**config.mk**
```make
export PLATFORM = sky130hd
export DESIGN_NAME = csv_command_validator
export DESIGN_NICKNAME = d
export VERILOG_FILES = /design/src/hdl/ccv_pkg.sv /design/src/hdl/csv_command_validator.sv /design/src/hdl/ccv_take.sv /design/src/hdl/ccv_close.sv
export SDC_FILE = /design/constraint.sdc
export NUM_CORES = 1
export LEC_CHECK = 0
export BUFFER_PORTS_ARGS = -buffer_cell sky130_fd_sc_hd__buf_2
export CORE_MARGIN = 5
export CORE_UTILIZATION = 50
export DETAILED_ROUTE_END_ITERATION = 8
export GPL_ROUTABILITY_DRIVEN = 0
export HOLD_SLACK_MARGIN = 0.1
export PLACE_DENSITY = 0.75
export RECOVER_POWER = 50
export SYNTH_ARGS = -nofsm -noshare
export SYNTH_HDL_FRONTEND = slang
export SYNTH_SLANG_ARGS = --single-unit
```
**constraint.sdc**
```tcl
create_clock -name clock -period 7.05 [get_ports clock]
set_input_delay 0 -clock clock [delete_from_list [all_inputs] [get_ports clock]]
set_output_delay 0 -clock clock [all_outputs]
set_load 0.02 [all_outputs]
```
**src/hdl/ccv_pkg.sv**
```systemverilog
// ----------------------------------------------------------------------------
// ccv_pkg
// Types, piece codes and keyword tables shared by the command validator.
// ----------------------------------------------------------------------------
package ccv_pkg;

   localparam int TEXT_LENGTH_BITS_DEF = 16;

   localparam logic [3:0] PC_KEY  = 4'd0;
   localparam logic [3:0] PC_SEQ  = 4'd1;
   localparam logic [3:0] PC_ROW  = 4'd2;
   localparam logic [3:0] PC_COL  = 4'd3;
   localparam logic [3:0] PC_DIR  = 4'd4;
   localparam logic [3:0] PC_TEXT = 4'd5;
   localparam logic [3:0] PC_END  = 4'd6;
   localparam logic [3:0] PC_SAT  = 4'd15;
   localparam logic [3:0] PC_READ_COUNT  = 4'd6;
   localparam logic [3:0] PC_WRITE_COUNT = 4'd7;

   localparam logic [2:0] POS_SAT = 3'd7;
   localparam logic [2:0] LEN_READ  = 3'd4;
   localparam logic [2:0] LEN_WRITE = 3'd5;
   localparam logic [2:0] LEN_DIR   = 3'd2;
   localparam logic [2:0] LEN_END   = 3'd3;

   localparam int FLAG_READ  = 0;
   localparam int FLAG_WRITE = 1;
   localparam int FLAG_END   = 2;

   localparam logic [7:0] CH_COMMA = ",";
   localparam logic [7:0] CH_NUL   = 8'h00;
   localparam logic [7:0] CH_ZERO  = "0";
   localparam logic [7:0] CH_NINE  = "9";

   typedef struct packed {
      logic [7:0] byte_in;
      logic       last_byte;
   } req_payload_type;

   typedef struct packed {
      logic        valid_res;
      logic        is_write;
      logic [63:0] sequence_number;
      logic [31:0] row_coord;
      logic [31:0] col_coord;
      logic [1:0]  direction;
      logic [15:0] text_length;
   } rsp_payload_type;

   typedef struct packed {
      logic        nonempty;
      logic [2:0]  kw_pos;
      logic [3:0]  kw_flags;
      logic [63:0] acc;
      logic        num_err;
   } piece_type;

   typedef struct packed {
      logic [3:0]  piece_count;
      logic        empty_seen;
      logic        first_read;
      logic        first_write;
      logic        field_err;
      logic [63:0] seq;
      logic [31:0] row;
      logic [31:0] col;
      logic [1:0]  dir;
      logic        sixth_end;
   } msg_type;

   localparam piece_type PIECE_CLEAR = '{
      nonempty: 1'b0, kw_pos: 3'd0, kw_flags: 4'hF, acc: 64'd0, num_err: 1'b0
   };

   localparam msg_type MSG_CLEAR = '{
      piece_count: 4'd0, empty_seen: 1'b0, first_read: 1'b0, first_write: 1'b0,
      field_err: 1'b0, seq: 64'd0, row: 32'd0, col: 32'd0, dir: 2'd0,
      sixth_end: 1'b0
   };

   // Out-of-range positions return the NUL code, which never matches a taken byte.
   function automatic logic [7:0] read_char(input logic [2:0] pos);
      logic [7:0] ch;
      unique case (pos)
         3'd0:    ch = "R";
         3'd1:    ch = "E";
         3'd2:    ch = "A";
         3'd3:    ch = "D";
         default: ch = CH_NUL;
      endcase
      return ch;
   endfunction

   function automatic logic [7:0] write_char(input logic [2:0] pos);
      logic [7:0] ch;
      unique case (pos)
         3'd0:    ch = "W";
         3'd1:    ch = "R";
         3'd2:    ch = "I";
         3'd3:    ch = "T";
         3'd4:    ch = "E";
         default: ch = CH_NUL;
      endcase
      return ch;
   endfunction

   function automatic logic [7:0] end_char(input logic [2:0] pos);
      logic [7:0] ch;
      unique case (pos)
         3'd0:    ch = "E";
         3'd1:    ch = "N";
         3'd2:    ch = "D";
         default: ch = CH_NUL;
      endcase
      return ch;
   endfunction

   function automatic logic [7:0] dir_char(input logic [1:0] idx, input logic [2:0] pos);
      logic [7:0] ch;
      unique case (pos)
         3'd0:    ch = idx[0] ? "-" : "+";
         3'd1:    ch = idx[1] ? "Y" : "X";
         default: ch = CH_NUL;
      endcase
      return ch;
   endfunction

endpackage

```
**src/hdl/csv_command_validator.sv**
```systemverilog
// ----------------------------------------------------------------------------
// csv_command_validator
// Validates comma separated READ and WRITE command messages byte by byte.
// ----------------------------------------------------------------------------
// The request channel carries one message byte per beat with a last flag.
// Every beat is folded into the message state in the cycle it is accepted,
// so the block takes one byte per cycle while the request side is not stalled,
// with no gaps between messages. The beat with the last flag set produces one
// response beat, loaded into the response register at that edge and shown in the
// next cycle; all other beats produce none. The message state returns to its cleared value after
// each response. The request side stalls only while a response is held and
// the receiver stalls it; otherwise a new byte is accepted even while the
// response register drains. Reset clears the message state and empties the
// response register.
// ----------------------------------------------------------------------------
module csv_command_validator #(
   parameter int TEXT_LENGTH_BITS = ccv_pkg::TEXT_LENGTH_BITS_DEF
) (
   input  logic                     clock,
   input  logic                     reset,
   input  logic                     req_valid,
   output logic                     req_stall,
   input  ccv_pkg::req_payload_type req_data,
   output logic                     rsp_valid,
   input  logic                     rsp_stall,
   output ccv_pkg::rsp_payload_type rsp_data
);
   import ccv_pkg::*;

   piece_type piece_ff, piece_in, piece_taken, piece_to_close;
   msg_type   msg_ff, msg_in, msg_closed, msg_final;
   logic [TEXT_LENGTH_BITS-1:0] text_ff, text_in, text_step;
   logic [TEXT_LENGTH_BITS+15:0] text_wide;
   logic stopped_ff, stopped_in;
   logic rsp_valid_ff, rsp_valid_in;
   rsp_payload_type rsp_data_ff, rsp_data_in;

   logic accept, active, is_comma, is_nul, take_byte, do_close;
   logic checks_ok, ok, wr;
   piece_type piece_step;

   assign accept    = req_valid && !req_stall;
   assign req_stall = rsp_valid_ff && rsp_stall;
   assign active    = !stopped_ff;
   assign is_nul    = (req_data.byte_in == CH_NUL);
   assign is_comma  = (req_data.byte_in == CH_COMMA);
   assign take_byte = active && !is_nul && !is_comma;

   ccv_take u_take (
      .piece       (piece_ff),
      .piece_count (msg_ff.piece_count),
      .byte_in     (req_data.byte_in),
      .piece_next  (piece_taken)
   );

   assign piece_step     = take_byte ? piece_taken : piece_ff;
   assign piece_to_close = (active && is_comma) ? piece_ff : piece_step;
   assign do_close       = (active && is_comma) || (req_data.last_byte && piece_step.nonempty);

   ccv_close u_close (
      .piece    (piece_to_close),
      .msg      (msg_ff),
      .msg_next (msg_closed)
   );

   assign msg_final = do_close ? msg_closed : msg_ff;

   assign text_step = (take_byte && (msg_ff.piece_count == PC_TEXT) && (text_ff != '1))
                    ? text_ff + TEXT_LENGTH_BITS'(1) : text_ff;
   assign text_wide = {16'd0, text_step};

   assign checks_ok = !msg_final.empty_seen && !msg_final.field_err;
   assign wr = checks_ok && (msg_final.piece_count == PC_WRITE_COUNT) && msg_final.first_write;
   assign ok = wr || (checks_ok && (msg_final.piece_count == PC_READ_COUNT)
                      && msg_final.first_read && msg_final.sixth_end);

   always_comb begin
      rsp_data_in.valid_res       = ok;
      rsp_data_in.is_write        = wr;
      rsp_data_in.sequence_number = ok ? msg_final.seq : 64'd0;
      rsp_data_in.row_coord       = ok ? msg_final.row : 32'd0;
      rsp_data_in.col_coord       = ok ? msg_final.col : 32'd0;
      rsp_data_in.direction       = ok ? msg_final.dir : 2'd0;
      rsp_data_in.text_length     = wr ? text_wide[15:0] : 16'd0;
   end

   always_comb begin
      piece_in     = piece_ff;
      msg_in       = msg_ff;
      text_in      = text_ff;
      stopped_in   = stopped_ff;
      rsp_valid_in = rsp_valid_ff && rsp_stall;
      if (accept) begin
         if (req_data.last_byte) begin
            piece_in     = PIECE_CLEAR;
            msg_in       = MSG_CLEAR;
            text_in      = '0;
            stopped_in   = 1'b0;
            rsp_valid_in = 1'b1;
         end else begin
            piece_in   = (active && is_comma) ? PIECE_CLEAR : piece_step;
            msg_in     = msg_final;
            text_in    = text_step;
            stopped_in = stopped_ff || is_nul;
         end
      end
   end

   always_ff @(posedge clock) begin
      if (reset) begin
         piece_ff     <= PIECE_CLEAR;
         msg_ff       <= MSG_CLEAR;
         text_ff      <= '0;
         stopped_ff   <= 1'b0;
         rsp_valid_ff <= 1'b0;
      end else begin
         piece_ff     <= piece_in;
         msg_ff       <= msg_in;
         text_ff      <= text_in;
         stopped_ff   <= stopped_in;
         rsp_valid_ff <= rsp_valid_in;
      end
   end

   always_ff @(posedge clock) begin
      if (accept && req_data.last_byte) begin
         rsp_data_ff <= rsp_data_in;
      end
   end

   assign rsp_valid = rsp_valid_ff;
   assign rsp_data  = rsp_data_ff;

endmodule

```
**src/hdl/ccv_take.sv**
```systemverilog
// ----------------------------------------------------------------------------
// ccv_take
// Folds one content byte into the open piece: keyword match and decimal step.
// ----------------------------------------------------------------------------
module ccv_take (
   input  ccv_pkg::piece_type piece,
   input  logic [3:0]         piece_count,
   input  logic [7:0]         byte_in,
   output ccv_pkg::piece_type piece_next
);
   import ccv_pkg::*;

   logic        is_digit;
   logic [3:0]  digit;
   logic [67:0] scaled;

   assign is_digit = (byte_in >= CH_ZERO) && (byte_in <= CH_NINE);
   assign digit    = 4'(byte_in - CH_ZERO);
   assign scaled   = {1'b0, piece.acc, 3'b000} + {3'b000, piece.acc, 1'b0}
                   + {64'd0, digit};

   always_comb begin
      piece_next          = piece;
      piece_next.nonempty = 1'b1;
      unique case (piece_count)
         PC_KEY: begin
            if (byte_in != read_char(piece.kw_pos)) piece_next.kw_flags[FLAG_READ] = 1'b0;
            if (byte_in != write_char(piece.kw_pos)) piece_next.kw_flags[FLAG_WRITE] = 1'b0;
         end
         PC_SEQ, PC_ROW, PC_COL: begin
            if (!is_digit || (scaled[67:64] != 4'd0)) begin
               piece_next.num_err = 1'b1;
            end else begin
               piece_next.acc = scaled[63:0];
            end
         end
         PC_DIR: begin
            for (int i = 0; i < 4; i++) begin
               if (byte_in != dir_char(2'(i), piece.kw_pos)) piece_next.kw_flags[i] = 1'b0;
            end
         end
         PC_TEXT, PC_END: begin
            if (byte_in != end_char(piece.kw_pos)) piece_next.kw_flags[FLAG_END] = 1'b0;
         end
         default: begin
         end
      endcase
      if (piece.kw_pos != POS_SAT) piece_next.kw_pos = piece.kw_pos + 3'd1;
   end

endmodule

```
**src/hdl/ccv_close.sv**
```systemverilog
// ----------------------------------------------------------------------------
// ccv_close
// Checks a finished piece against its position and updates the message record.
// ----------------------------------------------------------------------------
module ccv_close (
   input  ccv_pkg::piece_type piece,
   input  ccv_pkg::msg_type   msg,
   output ccv_pkg::msg_type   msg_next
);
   import ccv_pkg::*;

   logic end_hit;

   assign end_hit = piece.kw_flags[FLAG_END] && (piece.kw_pos == LEN_END);

   always_comb begin
      msg_next = msg;
      if (!piece.nonempty) msg_next.empty_seen = 1'b1;
      unique case (msg.piece_count)
         PC_KEY: begin
            msg_next.first_read  = piece.kw_flags[FLAG_READ] && (piece.kw_pos == LEN_READ);
            msg_next.first_write = piece.kw_flags[FLAG_WRITE] && (piece.kw_pos == LEN_WRITE);
         end
         PC_SEQ: begin
            if (piece.num_err || (piece.acc == '0) || (piece.acc == '1)) begin
               msg_next.field_err = 1'b1;
            end else begin
               msg_next.seq = piece.acc;
            end
         end
         PC_ROW, PC_COL: begin
            if (piece.num_err || (piece.acc[63:32] != '0) || (piece.acc[31:0] == '1)) begin
               msg_next.field_err = 1'b1;
            end else if (msg.piece_count == PC_ROW) begin
               msg_next.row = piece.acc[31:0];
            end else begin
               msg_next.col = piece.acc[31:0];
            end
         end
         PC_DIR: begin
            if ((piece.kw_pos != LEN_DIR) || (piece.kw_flags == 4'd0)) begin
               msg_next.field_err = 1'b1;
            end else begin
               priority if (piece.kw_flags[0]) msg_next.dir = 2'd0;
               else if (piece.kw_flags[1])     msg_next.dir = 2'd1;
               else if (piece.kw_flags[2])     msg_next.dir = 2'd2;
               else                            msg_next.dir = 2'd3;
            end
         end
         PC_TEXT: begin
            msg_next.sixth_end = end_hit;
         end
         PC_END: begin
            if (!end_hit) msg_next.field_err = 1'b1;
         end
         default: begin
         end
      endcase
      if (msg.piece_count != PC_SAT) msg_next.piece_count = msg.piece_count + 4'd1;
   end

endmodule

```
# Word-level counts from Yosys, hierarchy flattened
# Index checks and enable logic that the tools add are counted.
# word_totals
elab_cells	166
input_bits	13
reg_bits	378
# op_classes
magnitude_cmp	2
n_reduce_logical	45
eq_ne	29
mux	59
n_addsub	6
# ops
cell	n
$mux 64	5
$mux 73	4
$mux 139	2
$add 67x65->68	1
$add 68x4->68	1
$mux 65	1
$eq 64x64->1 const B	1
$logic_not 64->1	1
$mux 32	2
$mux 8	7
$ne 8x8->1	7
$pmux 7 s2	4
$pmux 7 s5	1
$eq 32x32->1 const B	1
$mux 16	2
$reduce_bool 32->1	1
$pmux 7 s4	1
$pmux 7 s3	1
$eq 4x3->1 const B	5
$logic_and 1x1->1	19
$mux 1	19
$add 16x1->16 const B	1
$ne 16x16->1 const B	1
$mux 2	5
other kinds (27)	48

# Depth between registers and ports, before layout
# depth
depth_word	20
mapped_depth	21

# Modules after synthesis
# Synthesis repeated with hierarchy kept, for this count alone.
# unflattened
hier_cells	2617
area_unflattened_um2	23934.2
# modules_own_cells
module	seq_area_each_um2	cells_per_inst	n_inst	area_per_inst_um2
csv_command_validator	9048.7	1547	1	15631.2
ccv_take	0.0	828	1	6108.4
ccv_close	0.0	242	1	2194.6

# Worst setup path after synthesis
# No wires, ideal clock.
# synth_timing
kind	register -> register
startpoint	register piece_ff[1] in the netlist's numbering
endpoint	register rsp_data_ff (netlist bit rsp_data[100]), data pin
stages_incl_launch_ff	21
path_buffers	3
arrival_time_ns	4.882
synth_period_minus_slack_ns	5.148
slack_ns	1.902
t_required_ns	6.784
cell_sequence	dfxtp_1 -> inv_1 -> fa_1 -> inv_1 -> fa_1 -> a211oi_2 -> o21ai_1 -> a22o_1 -> o31a_1 -> or2_1 -> buf_4 -> a311oi_2 -> nand3_1 -> or4_1 -> nor4_1 -> a31oi_1 -> o221ai_4 -> buf_6 -> buf_6 -> mux2i_1 -> nor2_1
# synth_via
elab_chain_cells	20
elab_cells_between_ends	31
classes_between	add/sub: 2; eq/ne: 2; mux: 11; reduce/logical: 16
# synth_lines
item	line	text
start, declared	csv_command_validator.sv:30	piece_type piece_ff, piece_in, piece_taken, piece_to_close;
start signal, assigned	csv_command_validator.sv:117	piece_ff <= piece_in;
$add 67x65->68	ccv_take.sv:19	assign scaled = {1'b0, piece.acc, 3'b000} + {3'b000, piece.acc, 1'b0}
$add 68x4->68	ccv_take.sv:20	+ {64'd0, digit};
$reduce_bool 4->1	ccv_take.sv:31	if (!is_digit || (scaled[67:64] != 4'd0)) begin
$logic_or 1x1->1	ccv_take.sv:31	
$mux 64	ccv_take.sv:31	
$mux 65	ccv_take.sv:25	unique case (piece_count)
$mux 73	csv_command_validator.sv:56	assign piece_step = take_byte ? piece_taken : piece_ff;
$mux 73 (*)	csv_command_validator.sv:57	assign piece_to_close = (active && is_comma) ? piece_ff : piece_step;
[3 not listed]	n/a	
$mux 1 (on tied branches)	ccv_close.sv:25, ccv_close.sv:32	
$pmux 1 s4	ccv_close.sv:19	unique case (msg.piece_count)
$mux 139 (*)	csv_command_validator.sv:66	assign msg_final = do_close ? msg_closed : msg_ff;
$logic_not 1->1	csv_command_validator.sv:72	assign checks_ok = !msg_final.empty_seen && !msg_final.field_err;
$logic_and 1x1->1	csv_command_validator.sv:72	
$logic_and 1x1->1	csv_command_validator.sv:74	assign ok = wr || (checks_ok && (msg_final.piece_count == PC_READ_COUNT)
$logic_and 1x1->1 (2 in series)	csv_command_validator.sv:75	&& msg_final.first_read && msg_final.sixth_end);
$logic_or 1x1->1	csv_command_validator.sv:74	
end signal, assigned	csv_command_validator.sv:127	rsp_data_ff <= rsp_data_in;
end, declared	csv_command_validator.sv:36	rsp_payload_type rsp_data_ff, rsp_data_in;
# Mark *: on every way between the ends. The rest lies on a longest branch, timed or not.
# A chain may end at the register's enable or synchronous reset.

# Final worst setup path
# layout_timing
startpoint	register piece_ff[42] in the netlist's numbering
endpoint	register rsp_data_ff (netlist bit rsp_data[45]), data pin
# Same word-level chain as after synthesis.

==> metrics.md <==
| Metric | Value |
|---|---|
| Outcome | `complete, but fails checks` |
| Failing checks | `capacitance limit, slew limit` |
| Die H | `228 um` |
| Syn_nets | `about 2800` |
| Pin count of the biggest net entering global routing | `101` |
| Post-synth EDFFs | `between 100 and 150` |
| CP Capture Type | `flip-flop` |
| Crit-path max FO | `19` |
| Clk network pwr share | `45.2%` |
| Distinct cells, synth | `84` |
| Seq/Total Area, Yosys | `38.2%` |
| Crit-path slowest cell | `nor4_1` |
| Worst slew pin tran | `~3.4 ns` |
| Combinational power share | `5.4%` |
| Ant diodes | `0` |
| Die area | `between 50000 and 60000 um2` |
| CP startpoint kind | `flip-flop` |
| #FFs+latches synth | `378` |
| Synth top area share | `19.4%` |
| Longest Clk Path Bufs | `3` |
| CP max stage delay | `0.65 ns` |
| Placed cell count | `3272` |
| Root buffer cell | `clkbuf_16` |
| Fraction of layout cells with a size suffix above 1 | `9.50%` |
| RSZ-0062 raised after global routing | `no` |
| Levels on crit path | `16` |
| Pwr dens | `181 nW/um2` |
| Post-DP Area | `24800 um2` |
| Vias after detailed routing | `21649` |
| Fin area | `26000 um2` |
| Max_slew headroom | `-126%` |
| Drt wl/cell | `20.5 um` |
| Avg Cell Area, Syn | `8.95 um2` |
| DR iter-0 viols | `approximately 2500` |
| Seq pwr share | `49.4%` |
| Synth warnings | `0` |
| Worst Setup SP | `piece_ff[42]` |
| Kind of critical path | `reg2reg` |
| WP data required | `7.33 ns` |
| Fill cells | `4220` |
| CP delay by family, top | `simple AND/OR/NAND/NOR gates` |
| Switching pwr | `1110 uW` |
| Initial antenna violation count | `0` |
| P_int | `3600 uW` |
| Routed met2 length | `slightly above 30 mm` |
| Top_reg_cell synth | `dfxtp_1` |
| CP bufs+invs | `1` |
| Max-slew violations | `150` |
| Hold Crit Class | `in2reg` |
| Synth top area cells | `dfxtp_1, edfxtp_1, ha_1` |
| Worst-path clk slew | `0.08 ns` |
| # Post-CTS Setup Buffers | `0` |
| IR drop worst, VDD | `around 160 uV` |
| Routed vias/inst | `6.45` |
| Minimum clock period | `6.66 ns` |
| Async S/R FF share, synth | `0%` |
| Final core utilization | `a little under three fifths` |
| Vias in the first global route | `20268` |
| Final ANT Viol Nets | `0` |
| Final hold violation count | `0` |
| Core area | `46800 um2` |
| Fmax | `150 MHz` |
| Sink Count | `378` |
| Worst R2R End | `rsp_data[45]` |
| CTS tree | `done` |
| Row cnt | `79` |
| Cell breakdown of the critical path | `ha_1, ha_1, nand2_1, nor4_1, nand3_1, nor4_1, o211ai_1, nand3_1, nand4_1, nor2_4, mux2i_1, a21boi_1, nand3_2, buf_4, mux2i_1, nor2_1` |
| First-pass GRT wire length | `110 mm` |
| Synth-to-Final Area Change | `9.80%` |
| Final setup fails | `0` |
| H-tree Lvls | `2` |
| Critical Path AT | `6.94 ns` |
| I/O Pins | `163` |
| GRT Residual Overflow | `0` |
| Die span in x | `228 um` |
| Worst R2R Path Depth | `16` |
| Leakage power | `roughly 0.010 uW` |
| First-pass DRT Iterations | `9` |
| R2r setup slk | `0.39 ns` |
| Sw Share | `23.6%` |
| Initial core utilization | `between 50 and 60%` |
| Dpl hpwl | `between 40 and 50 mm` |
| Maxcap violations | `3` |
| IO buf count | `approximately 160` |
| Final Skew | `0.0271 ns` |
| Clock Latency Late Sink | `0.57 ns` |
| Final WL | `68.9 mm` |
| Worst Setup EP | `rsp_data[45]` |
| Synth Cell Area | `23700 um2` |
| CTS buffer count | `40` |
| Post-synth top area cell | `dfxtp_1` |
| Synth Instances | `between 2000 and 3000` |
| Met3 wire length | `6.06 mm` |
| Final nets | `2868` |
| Reg2reg start | `piece_ff[42]` |
| Uppermost routed layer | `met4` |
| Setup TNS | `0 ns` |
| Final worst-path cycle share | `94.5%` |
| Gr usage total | `25.1%` |
| Finished Layout Cells | `3355` |
| Commonest cells in the netlist | `nor2_1, nand2_1, dfxtp_1` |
| Met1 wire length | `29.5 mm` |
| Count leader, synth | `nor2_1` |
| Drc violations | `0` |
cell type report:
cell class	instances	area, um2	area share (%)
Multi-Input combinational cell	2060	13800	52.9
Sequential cell	378	9050	34.8
Clock buffer	58	1170	4.49
Timing Repair Buffer	202	987	3.79
Tap cell	607	759	2.92
Clock inverter	15	150	0.577
Inverter	35	133	0.510
cell families after synthesis:
logic type / Yosys count / share of synthesized area (%)
xor gates and xnor gates: 63 / 2.33
adders and majority gates: 138 / 7.35
and+or+nand+nor: 1009 / 20.6
buffers and inverters: 210 / 3.86
DFF: 378 / 38.2
muxes: 227 / 10.1
AOI/OAI and AO/OA: 623 / 17.6
per-stage QoR:
step                      power [uW]  hold WS (ns)  setup slack, ns
final                           4710         0.162            0.390
after global routing            4860         0.175            0.329
after CTS                       4750         0.108            0.710
after detailed placement        2630         0.370            0.789
after global placement          2630         0.335            0.852
after floorplan                 2540         0.186             1.90
routing by layer:
layer / global-route usage [%] / vias up
met5: 0 / -
met4: 8.64 / 0
met3: 3.74 / 193
met2: 39.8 / 1123
met1: 35.3 / 10336
li1: - / 9997
sequential cells by signal, summed over array words and instances, names as in the netlist:
name / flops
text_ff: 16
stopped_ff: 1
msg_ff: 139
rsp_valid: 1
rsp_data: 148
piece_ff: 73
what timing repair did:
item	CTS	global route
hold buffers	10	0
gates resized for setup	0	0
endpoints found under the hold margin	55	0
cell usage in the layout (no fill, tap or decap), drive strengths merged, types with 34 or more instances in the layout:
cell type  instances
xnor2             37
nand2            257
a21oi            161
o21ai            101
nand4             72
buf               36
nor3              55
inv               37
dfxtp            230
nor2             334
a22oi             80
edfxtp           148
mux2              92
nor4              49
nand3             75
mux2i            135
a31oi             52
clkbuf           214
or3b              34
a22o              65
ha               136
worst min path at each step:
stage | from | endpoint | cells past startpoint
CTS | req_data[2] | piece_ff[2] | 4
floorplan | rsp_stall | req_stall | 2
detailed placement | rsp_stall | rsp_valid | 3
global placement | rsp_stall | rsp_valid | 3
global route | req_data[2] | piece_ff[2] | 4
finish | req_data[2] | piece_ff[2] | 4
power by group through the flow:
stage               Clock [uW]  Sequential [uW]  Combinational [uW]
global placement             0             2370                 257
finish                    2130             2330                 255
detailed placement           0             2370                 261
floorplan                    0             2420                 120
CTS                       2170             2320                 265
global route              2260             2330                 272
worst register-to-register path, stage by stage, from the launching register on:
cell,delay (ns)
dfxtp_1,0.49
ha_1,0.30
ha_1,0.48
nand2_1,0.17
nor4_1,0.65
nand3_1,0.16
nor4_1,0.47
o211ai_1,0.30
nand3_1,0.19
nand4_1,0.28
nor2_4,0.62
mux2i_1,0.31
a21boi_1,0.58
nand3_2,0.62
buf_4,0.47
mux2i_1,0.23
nor2_1,0.06
Power figures use the tool's default switching activity.
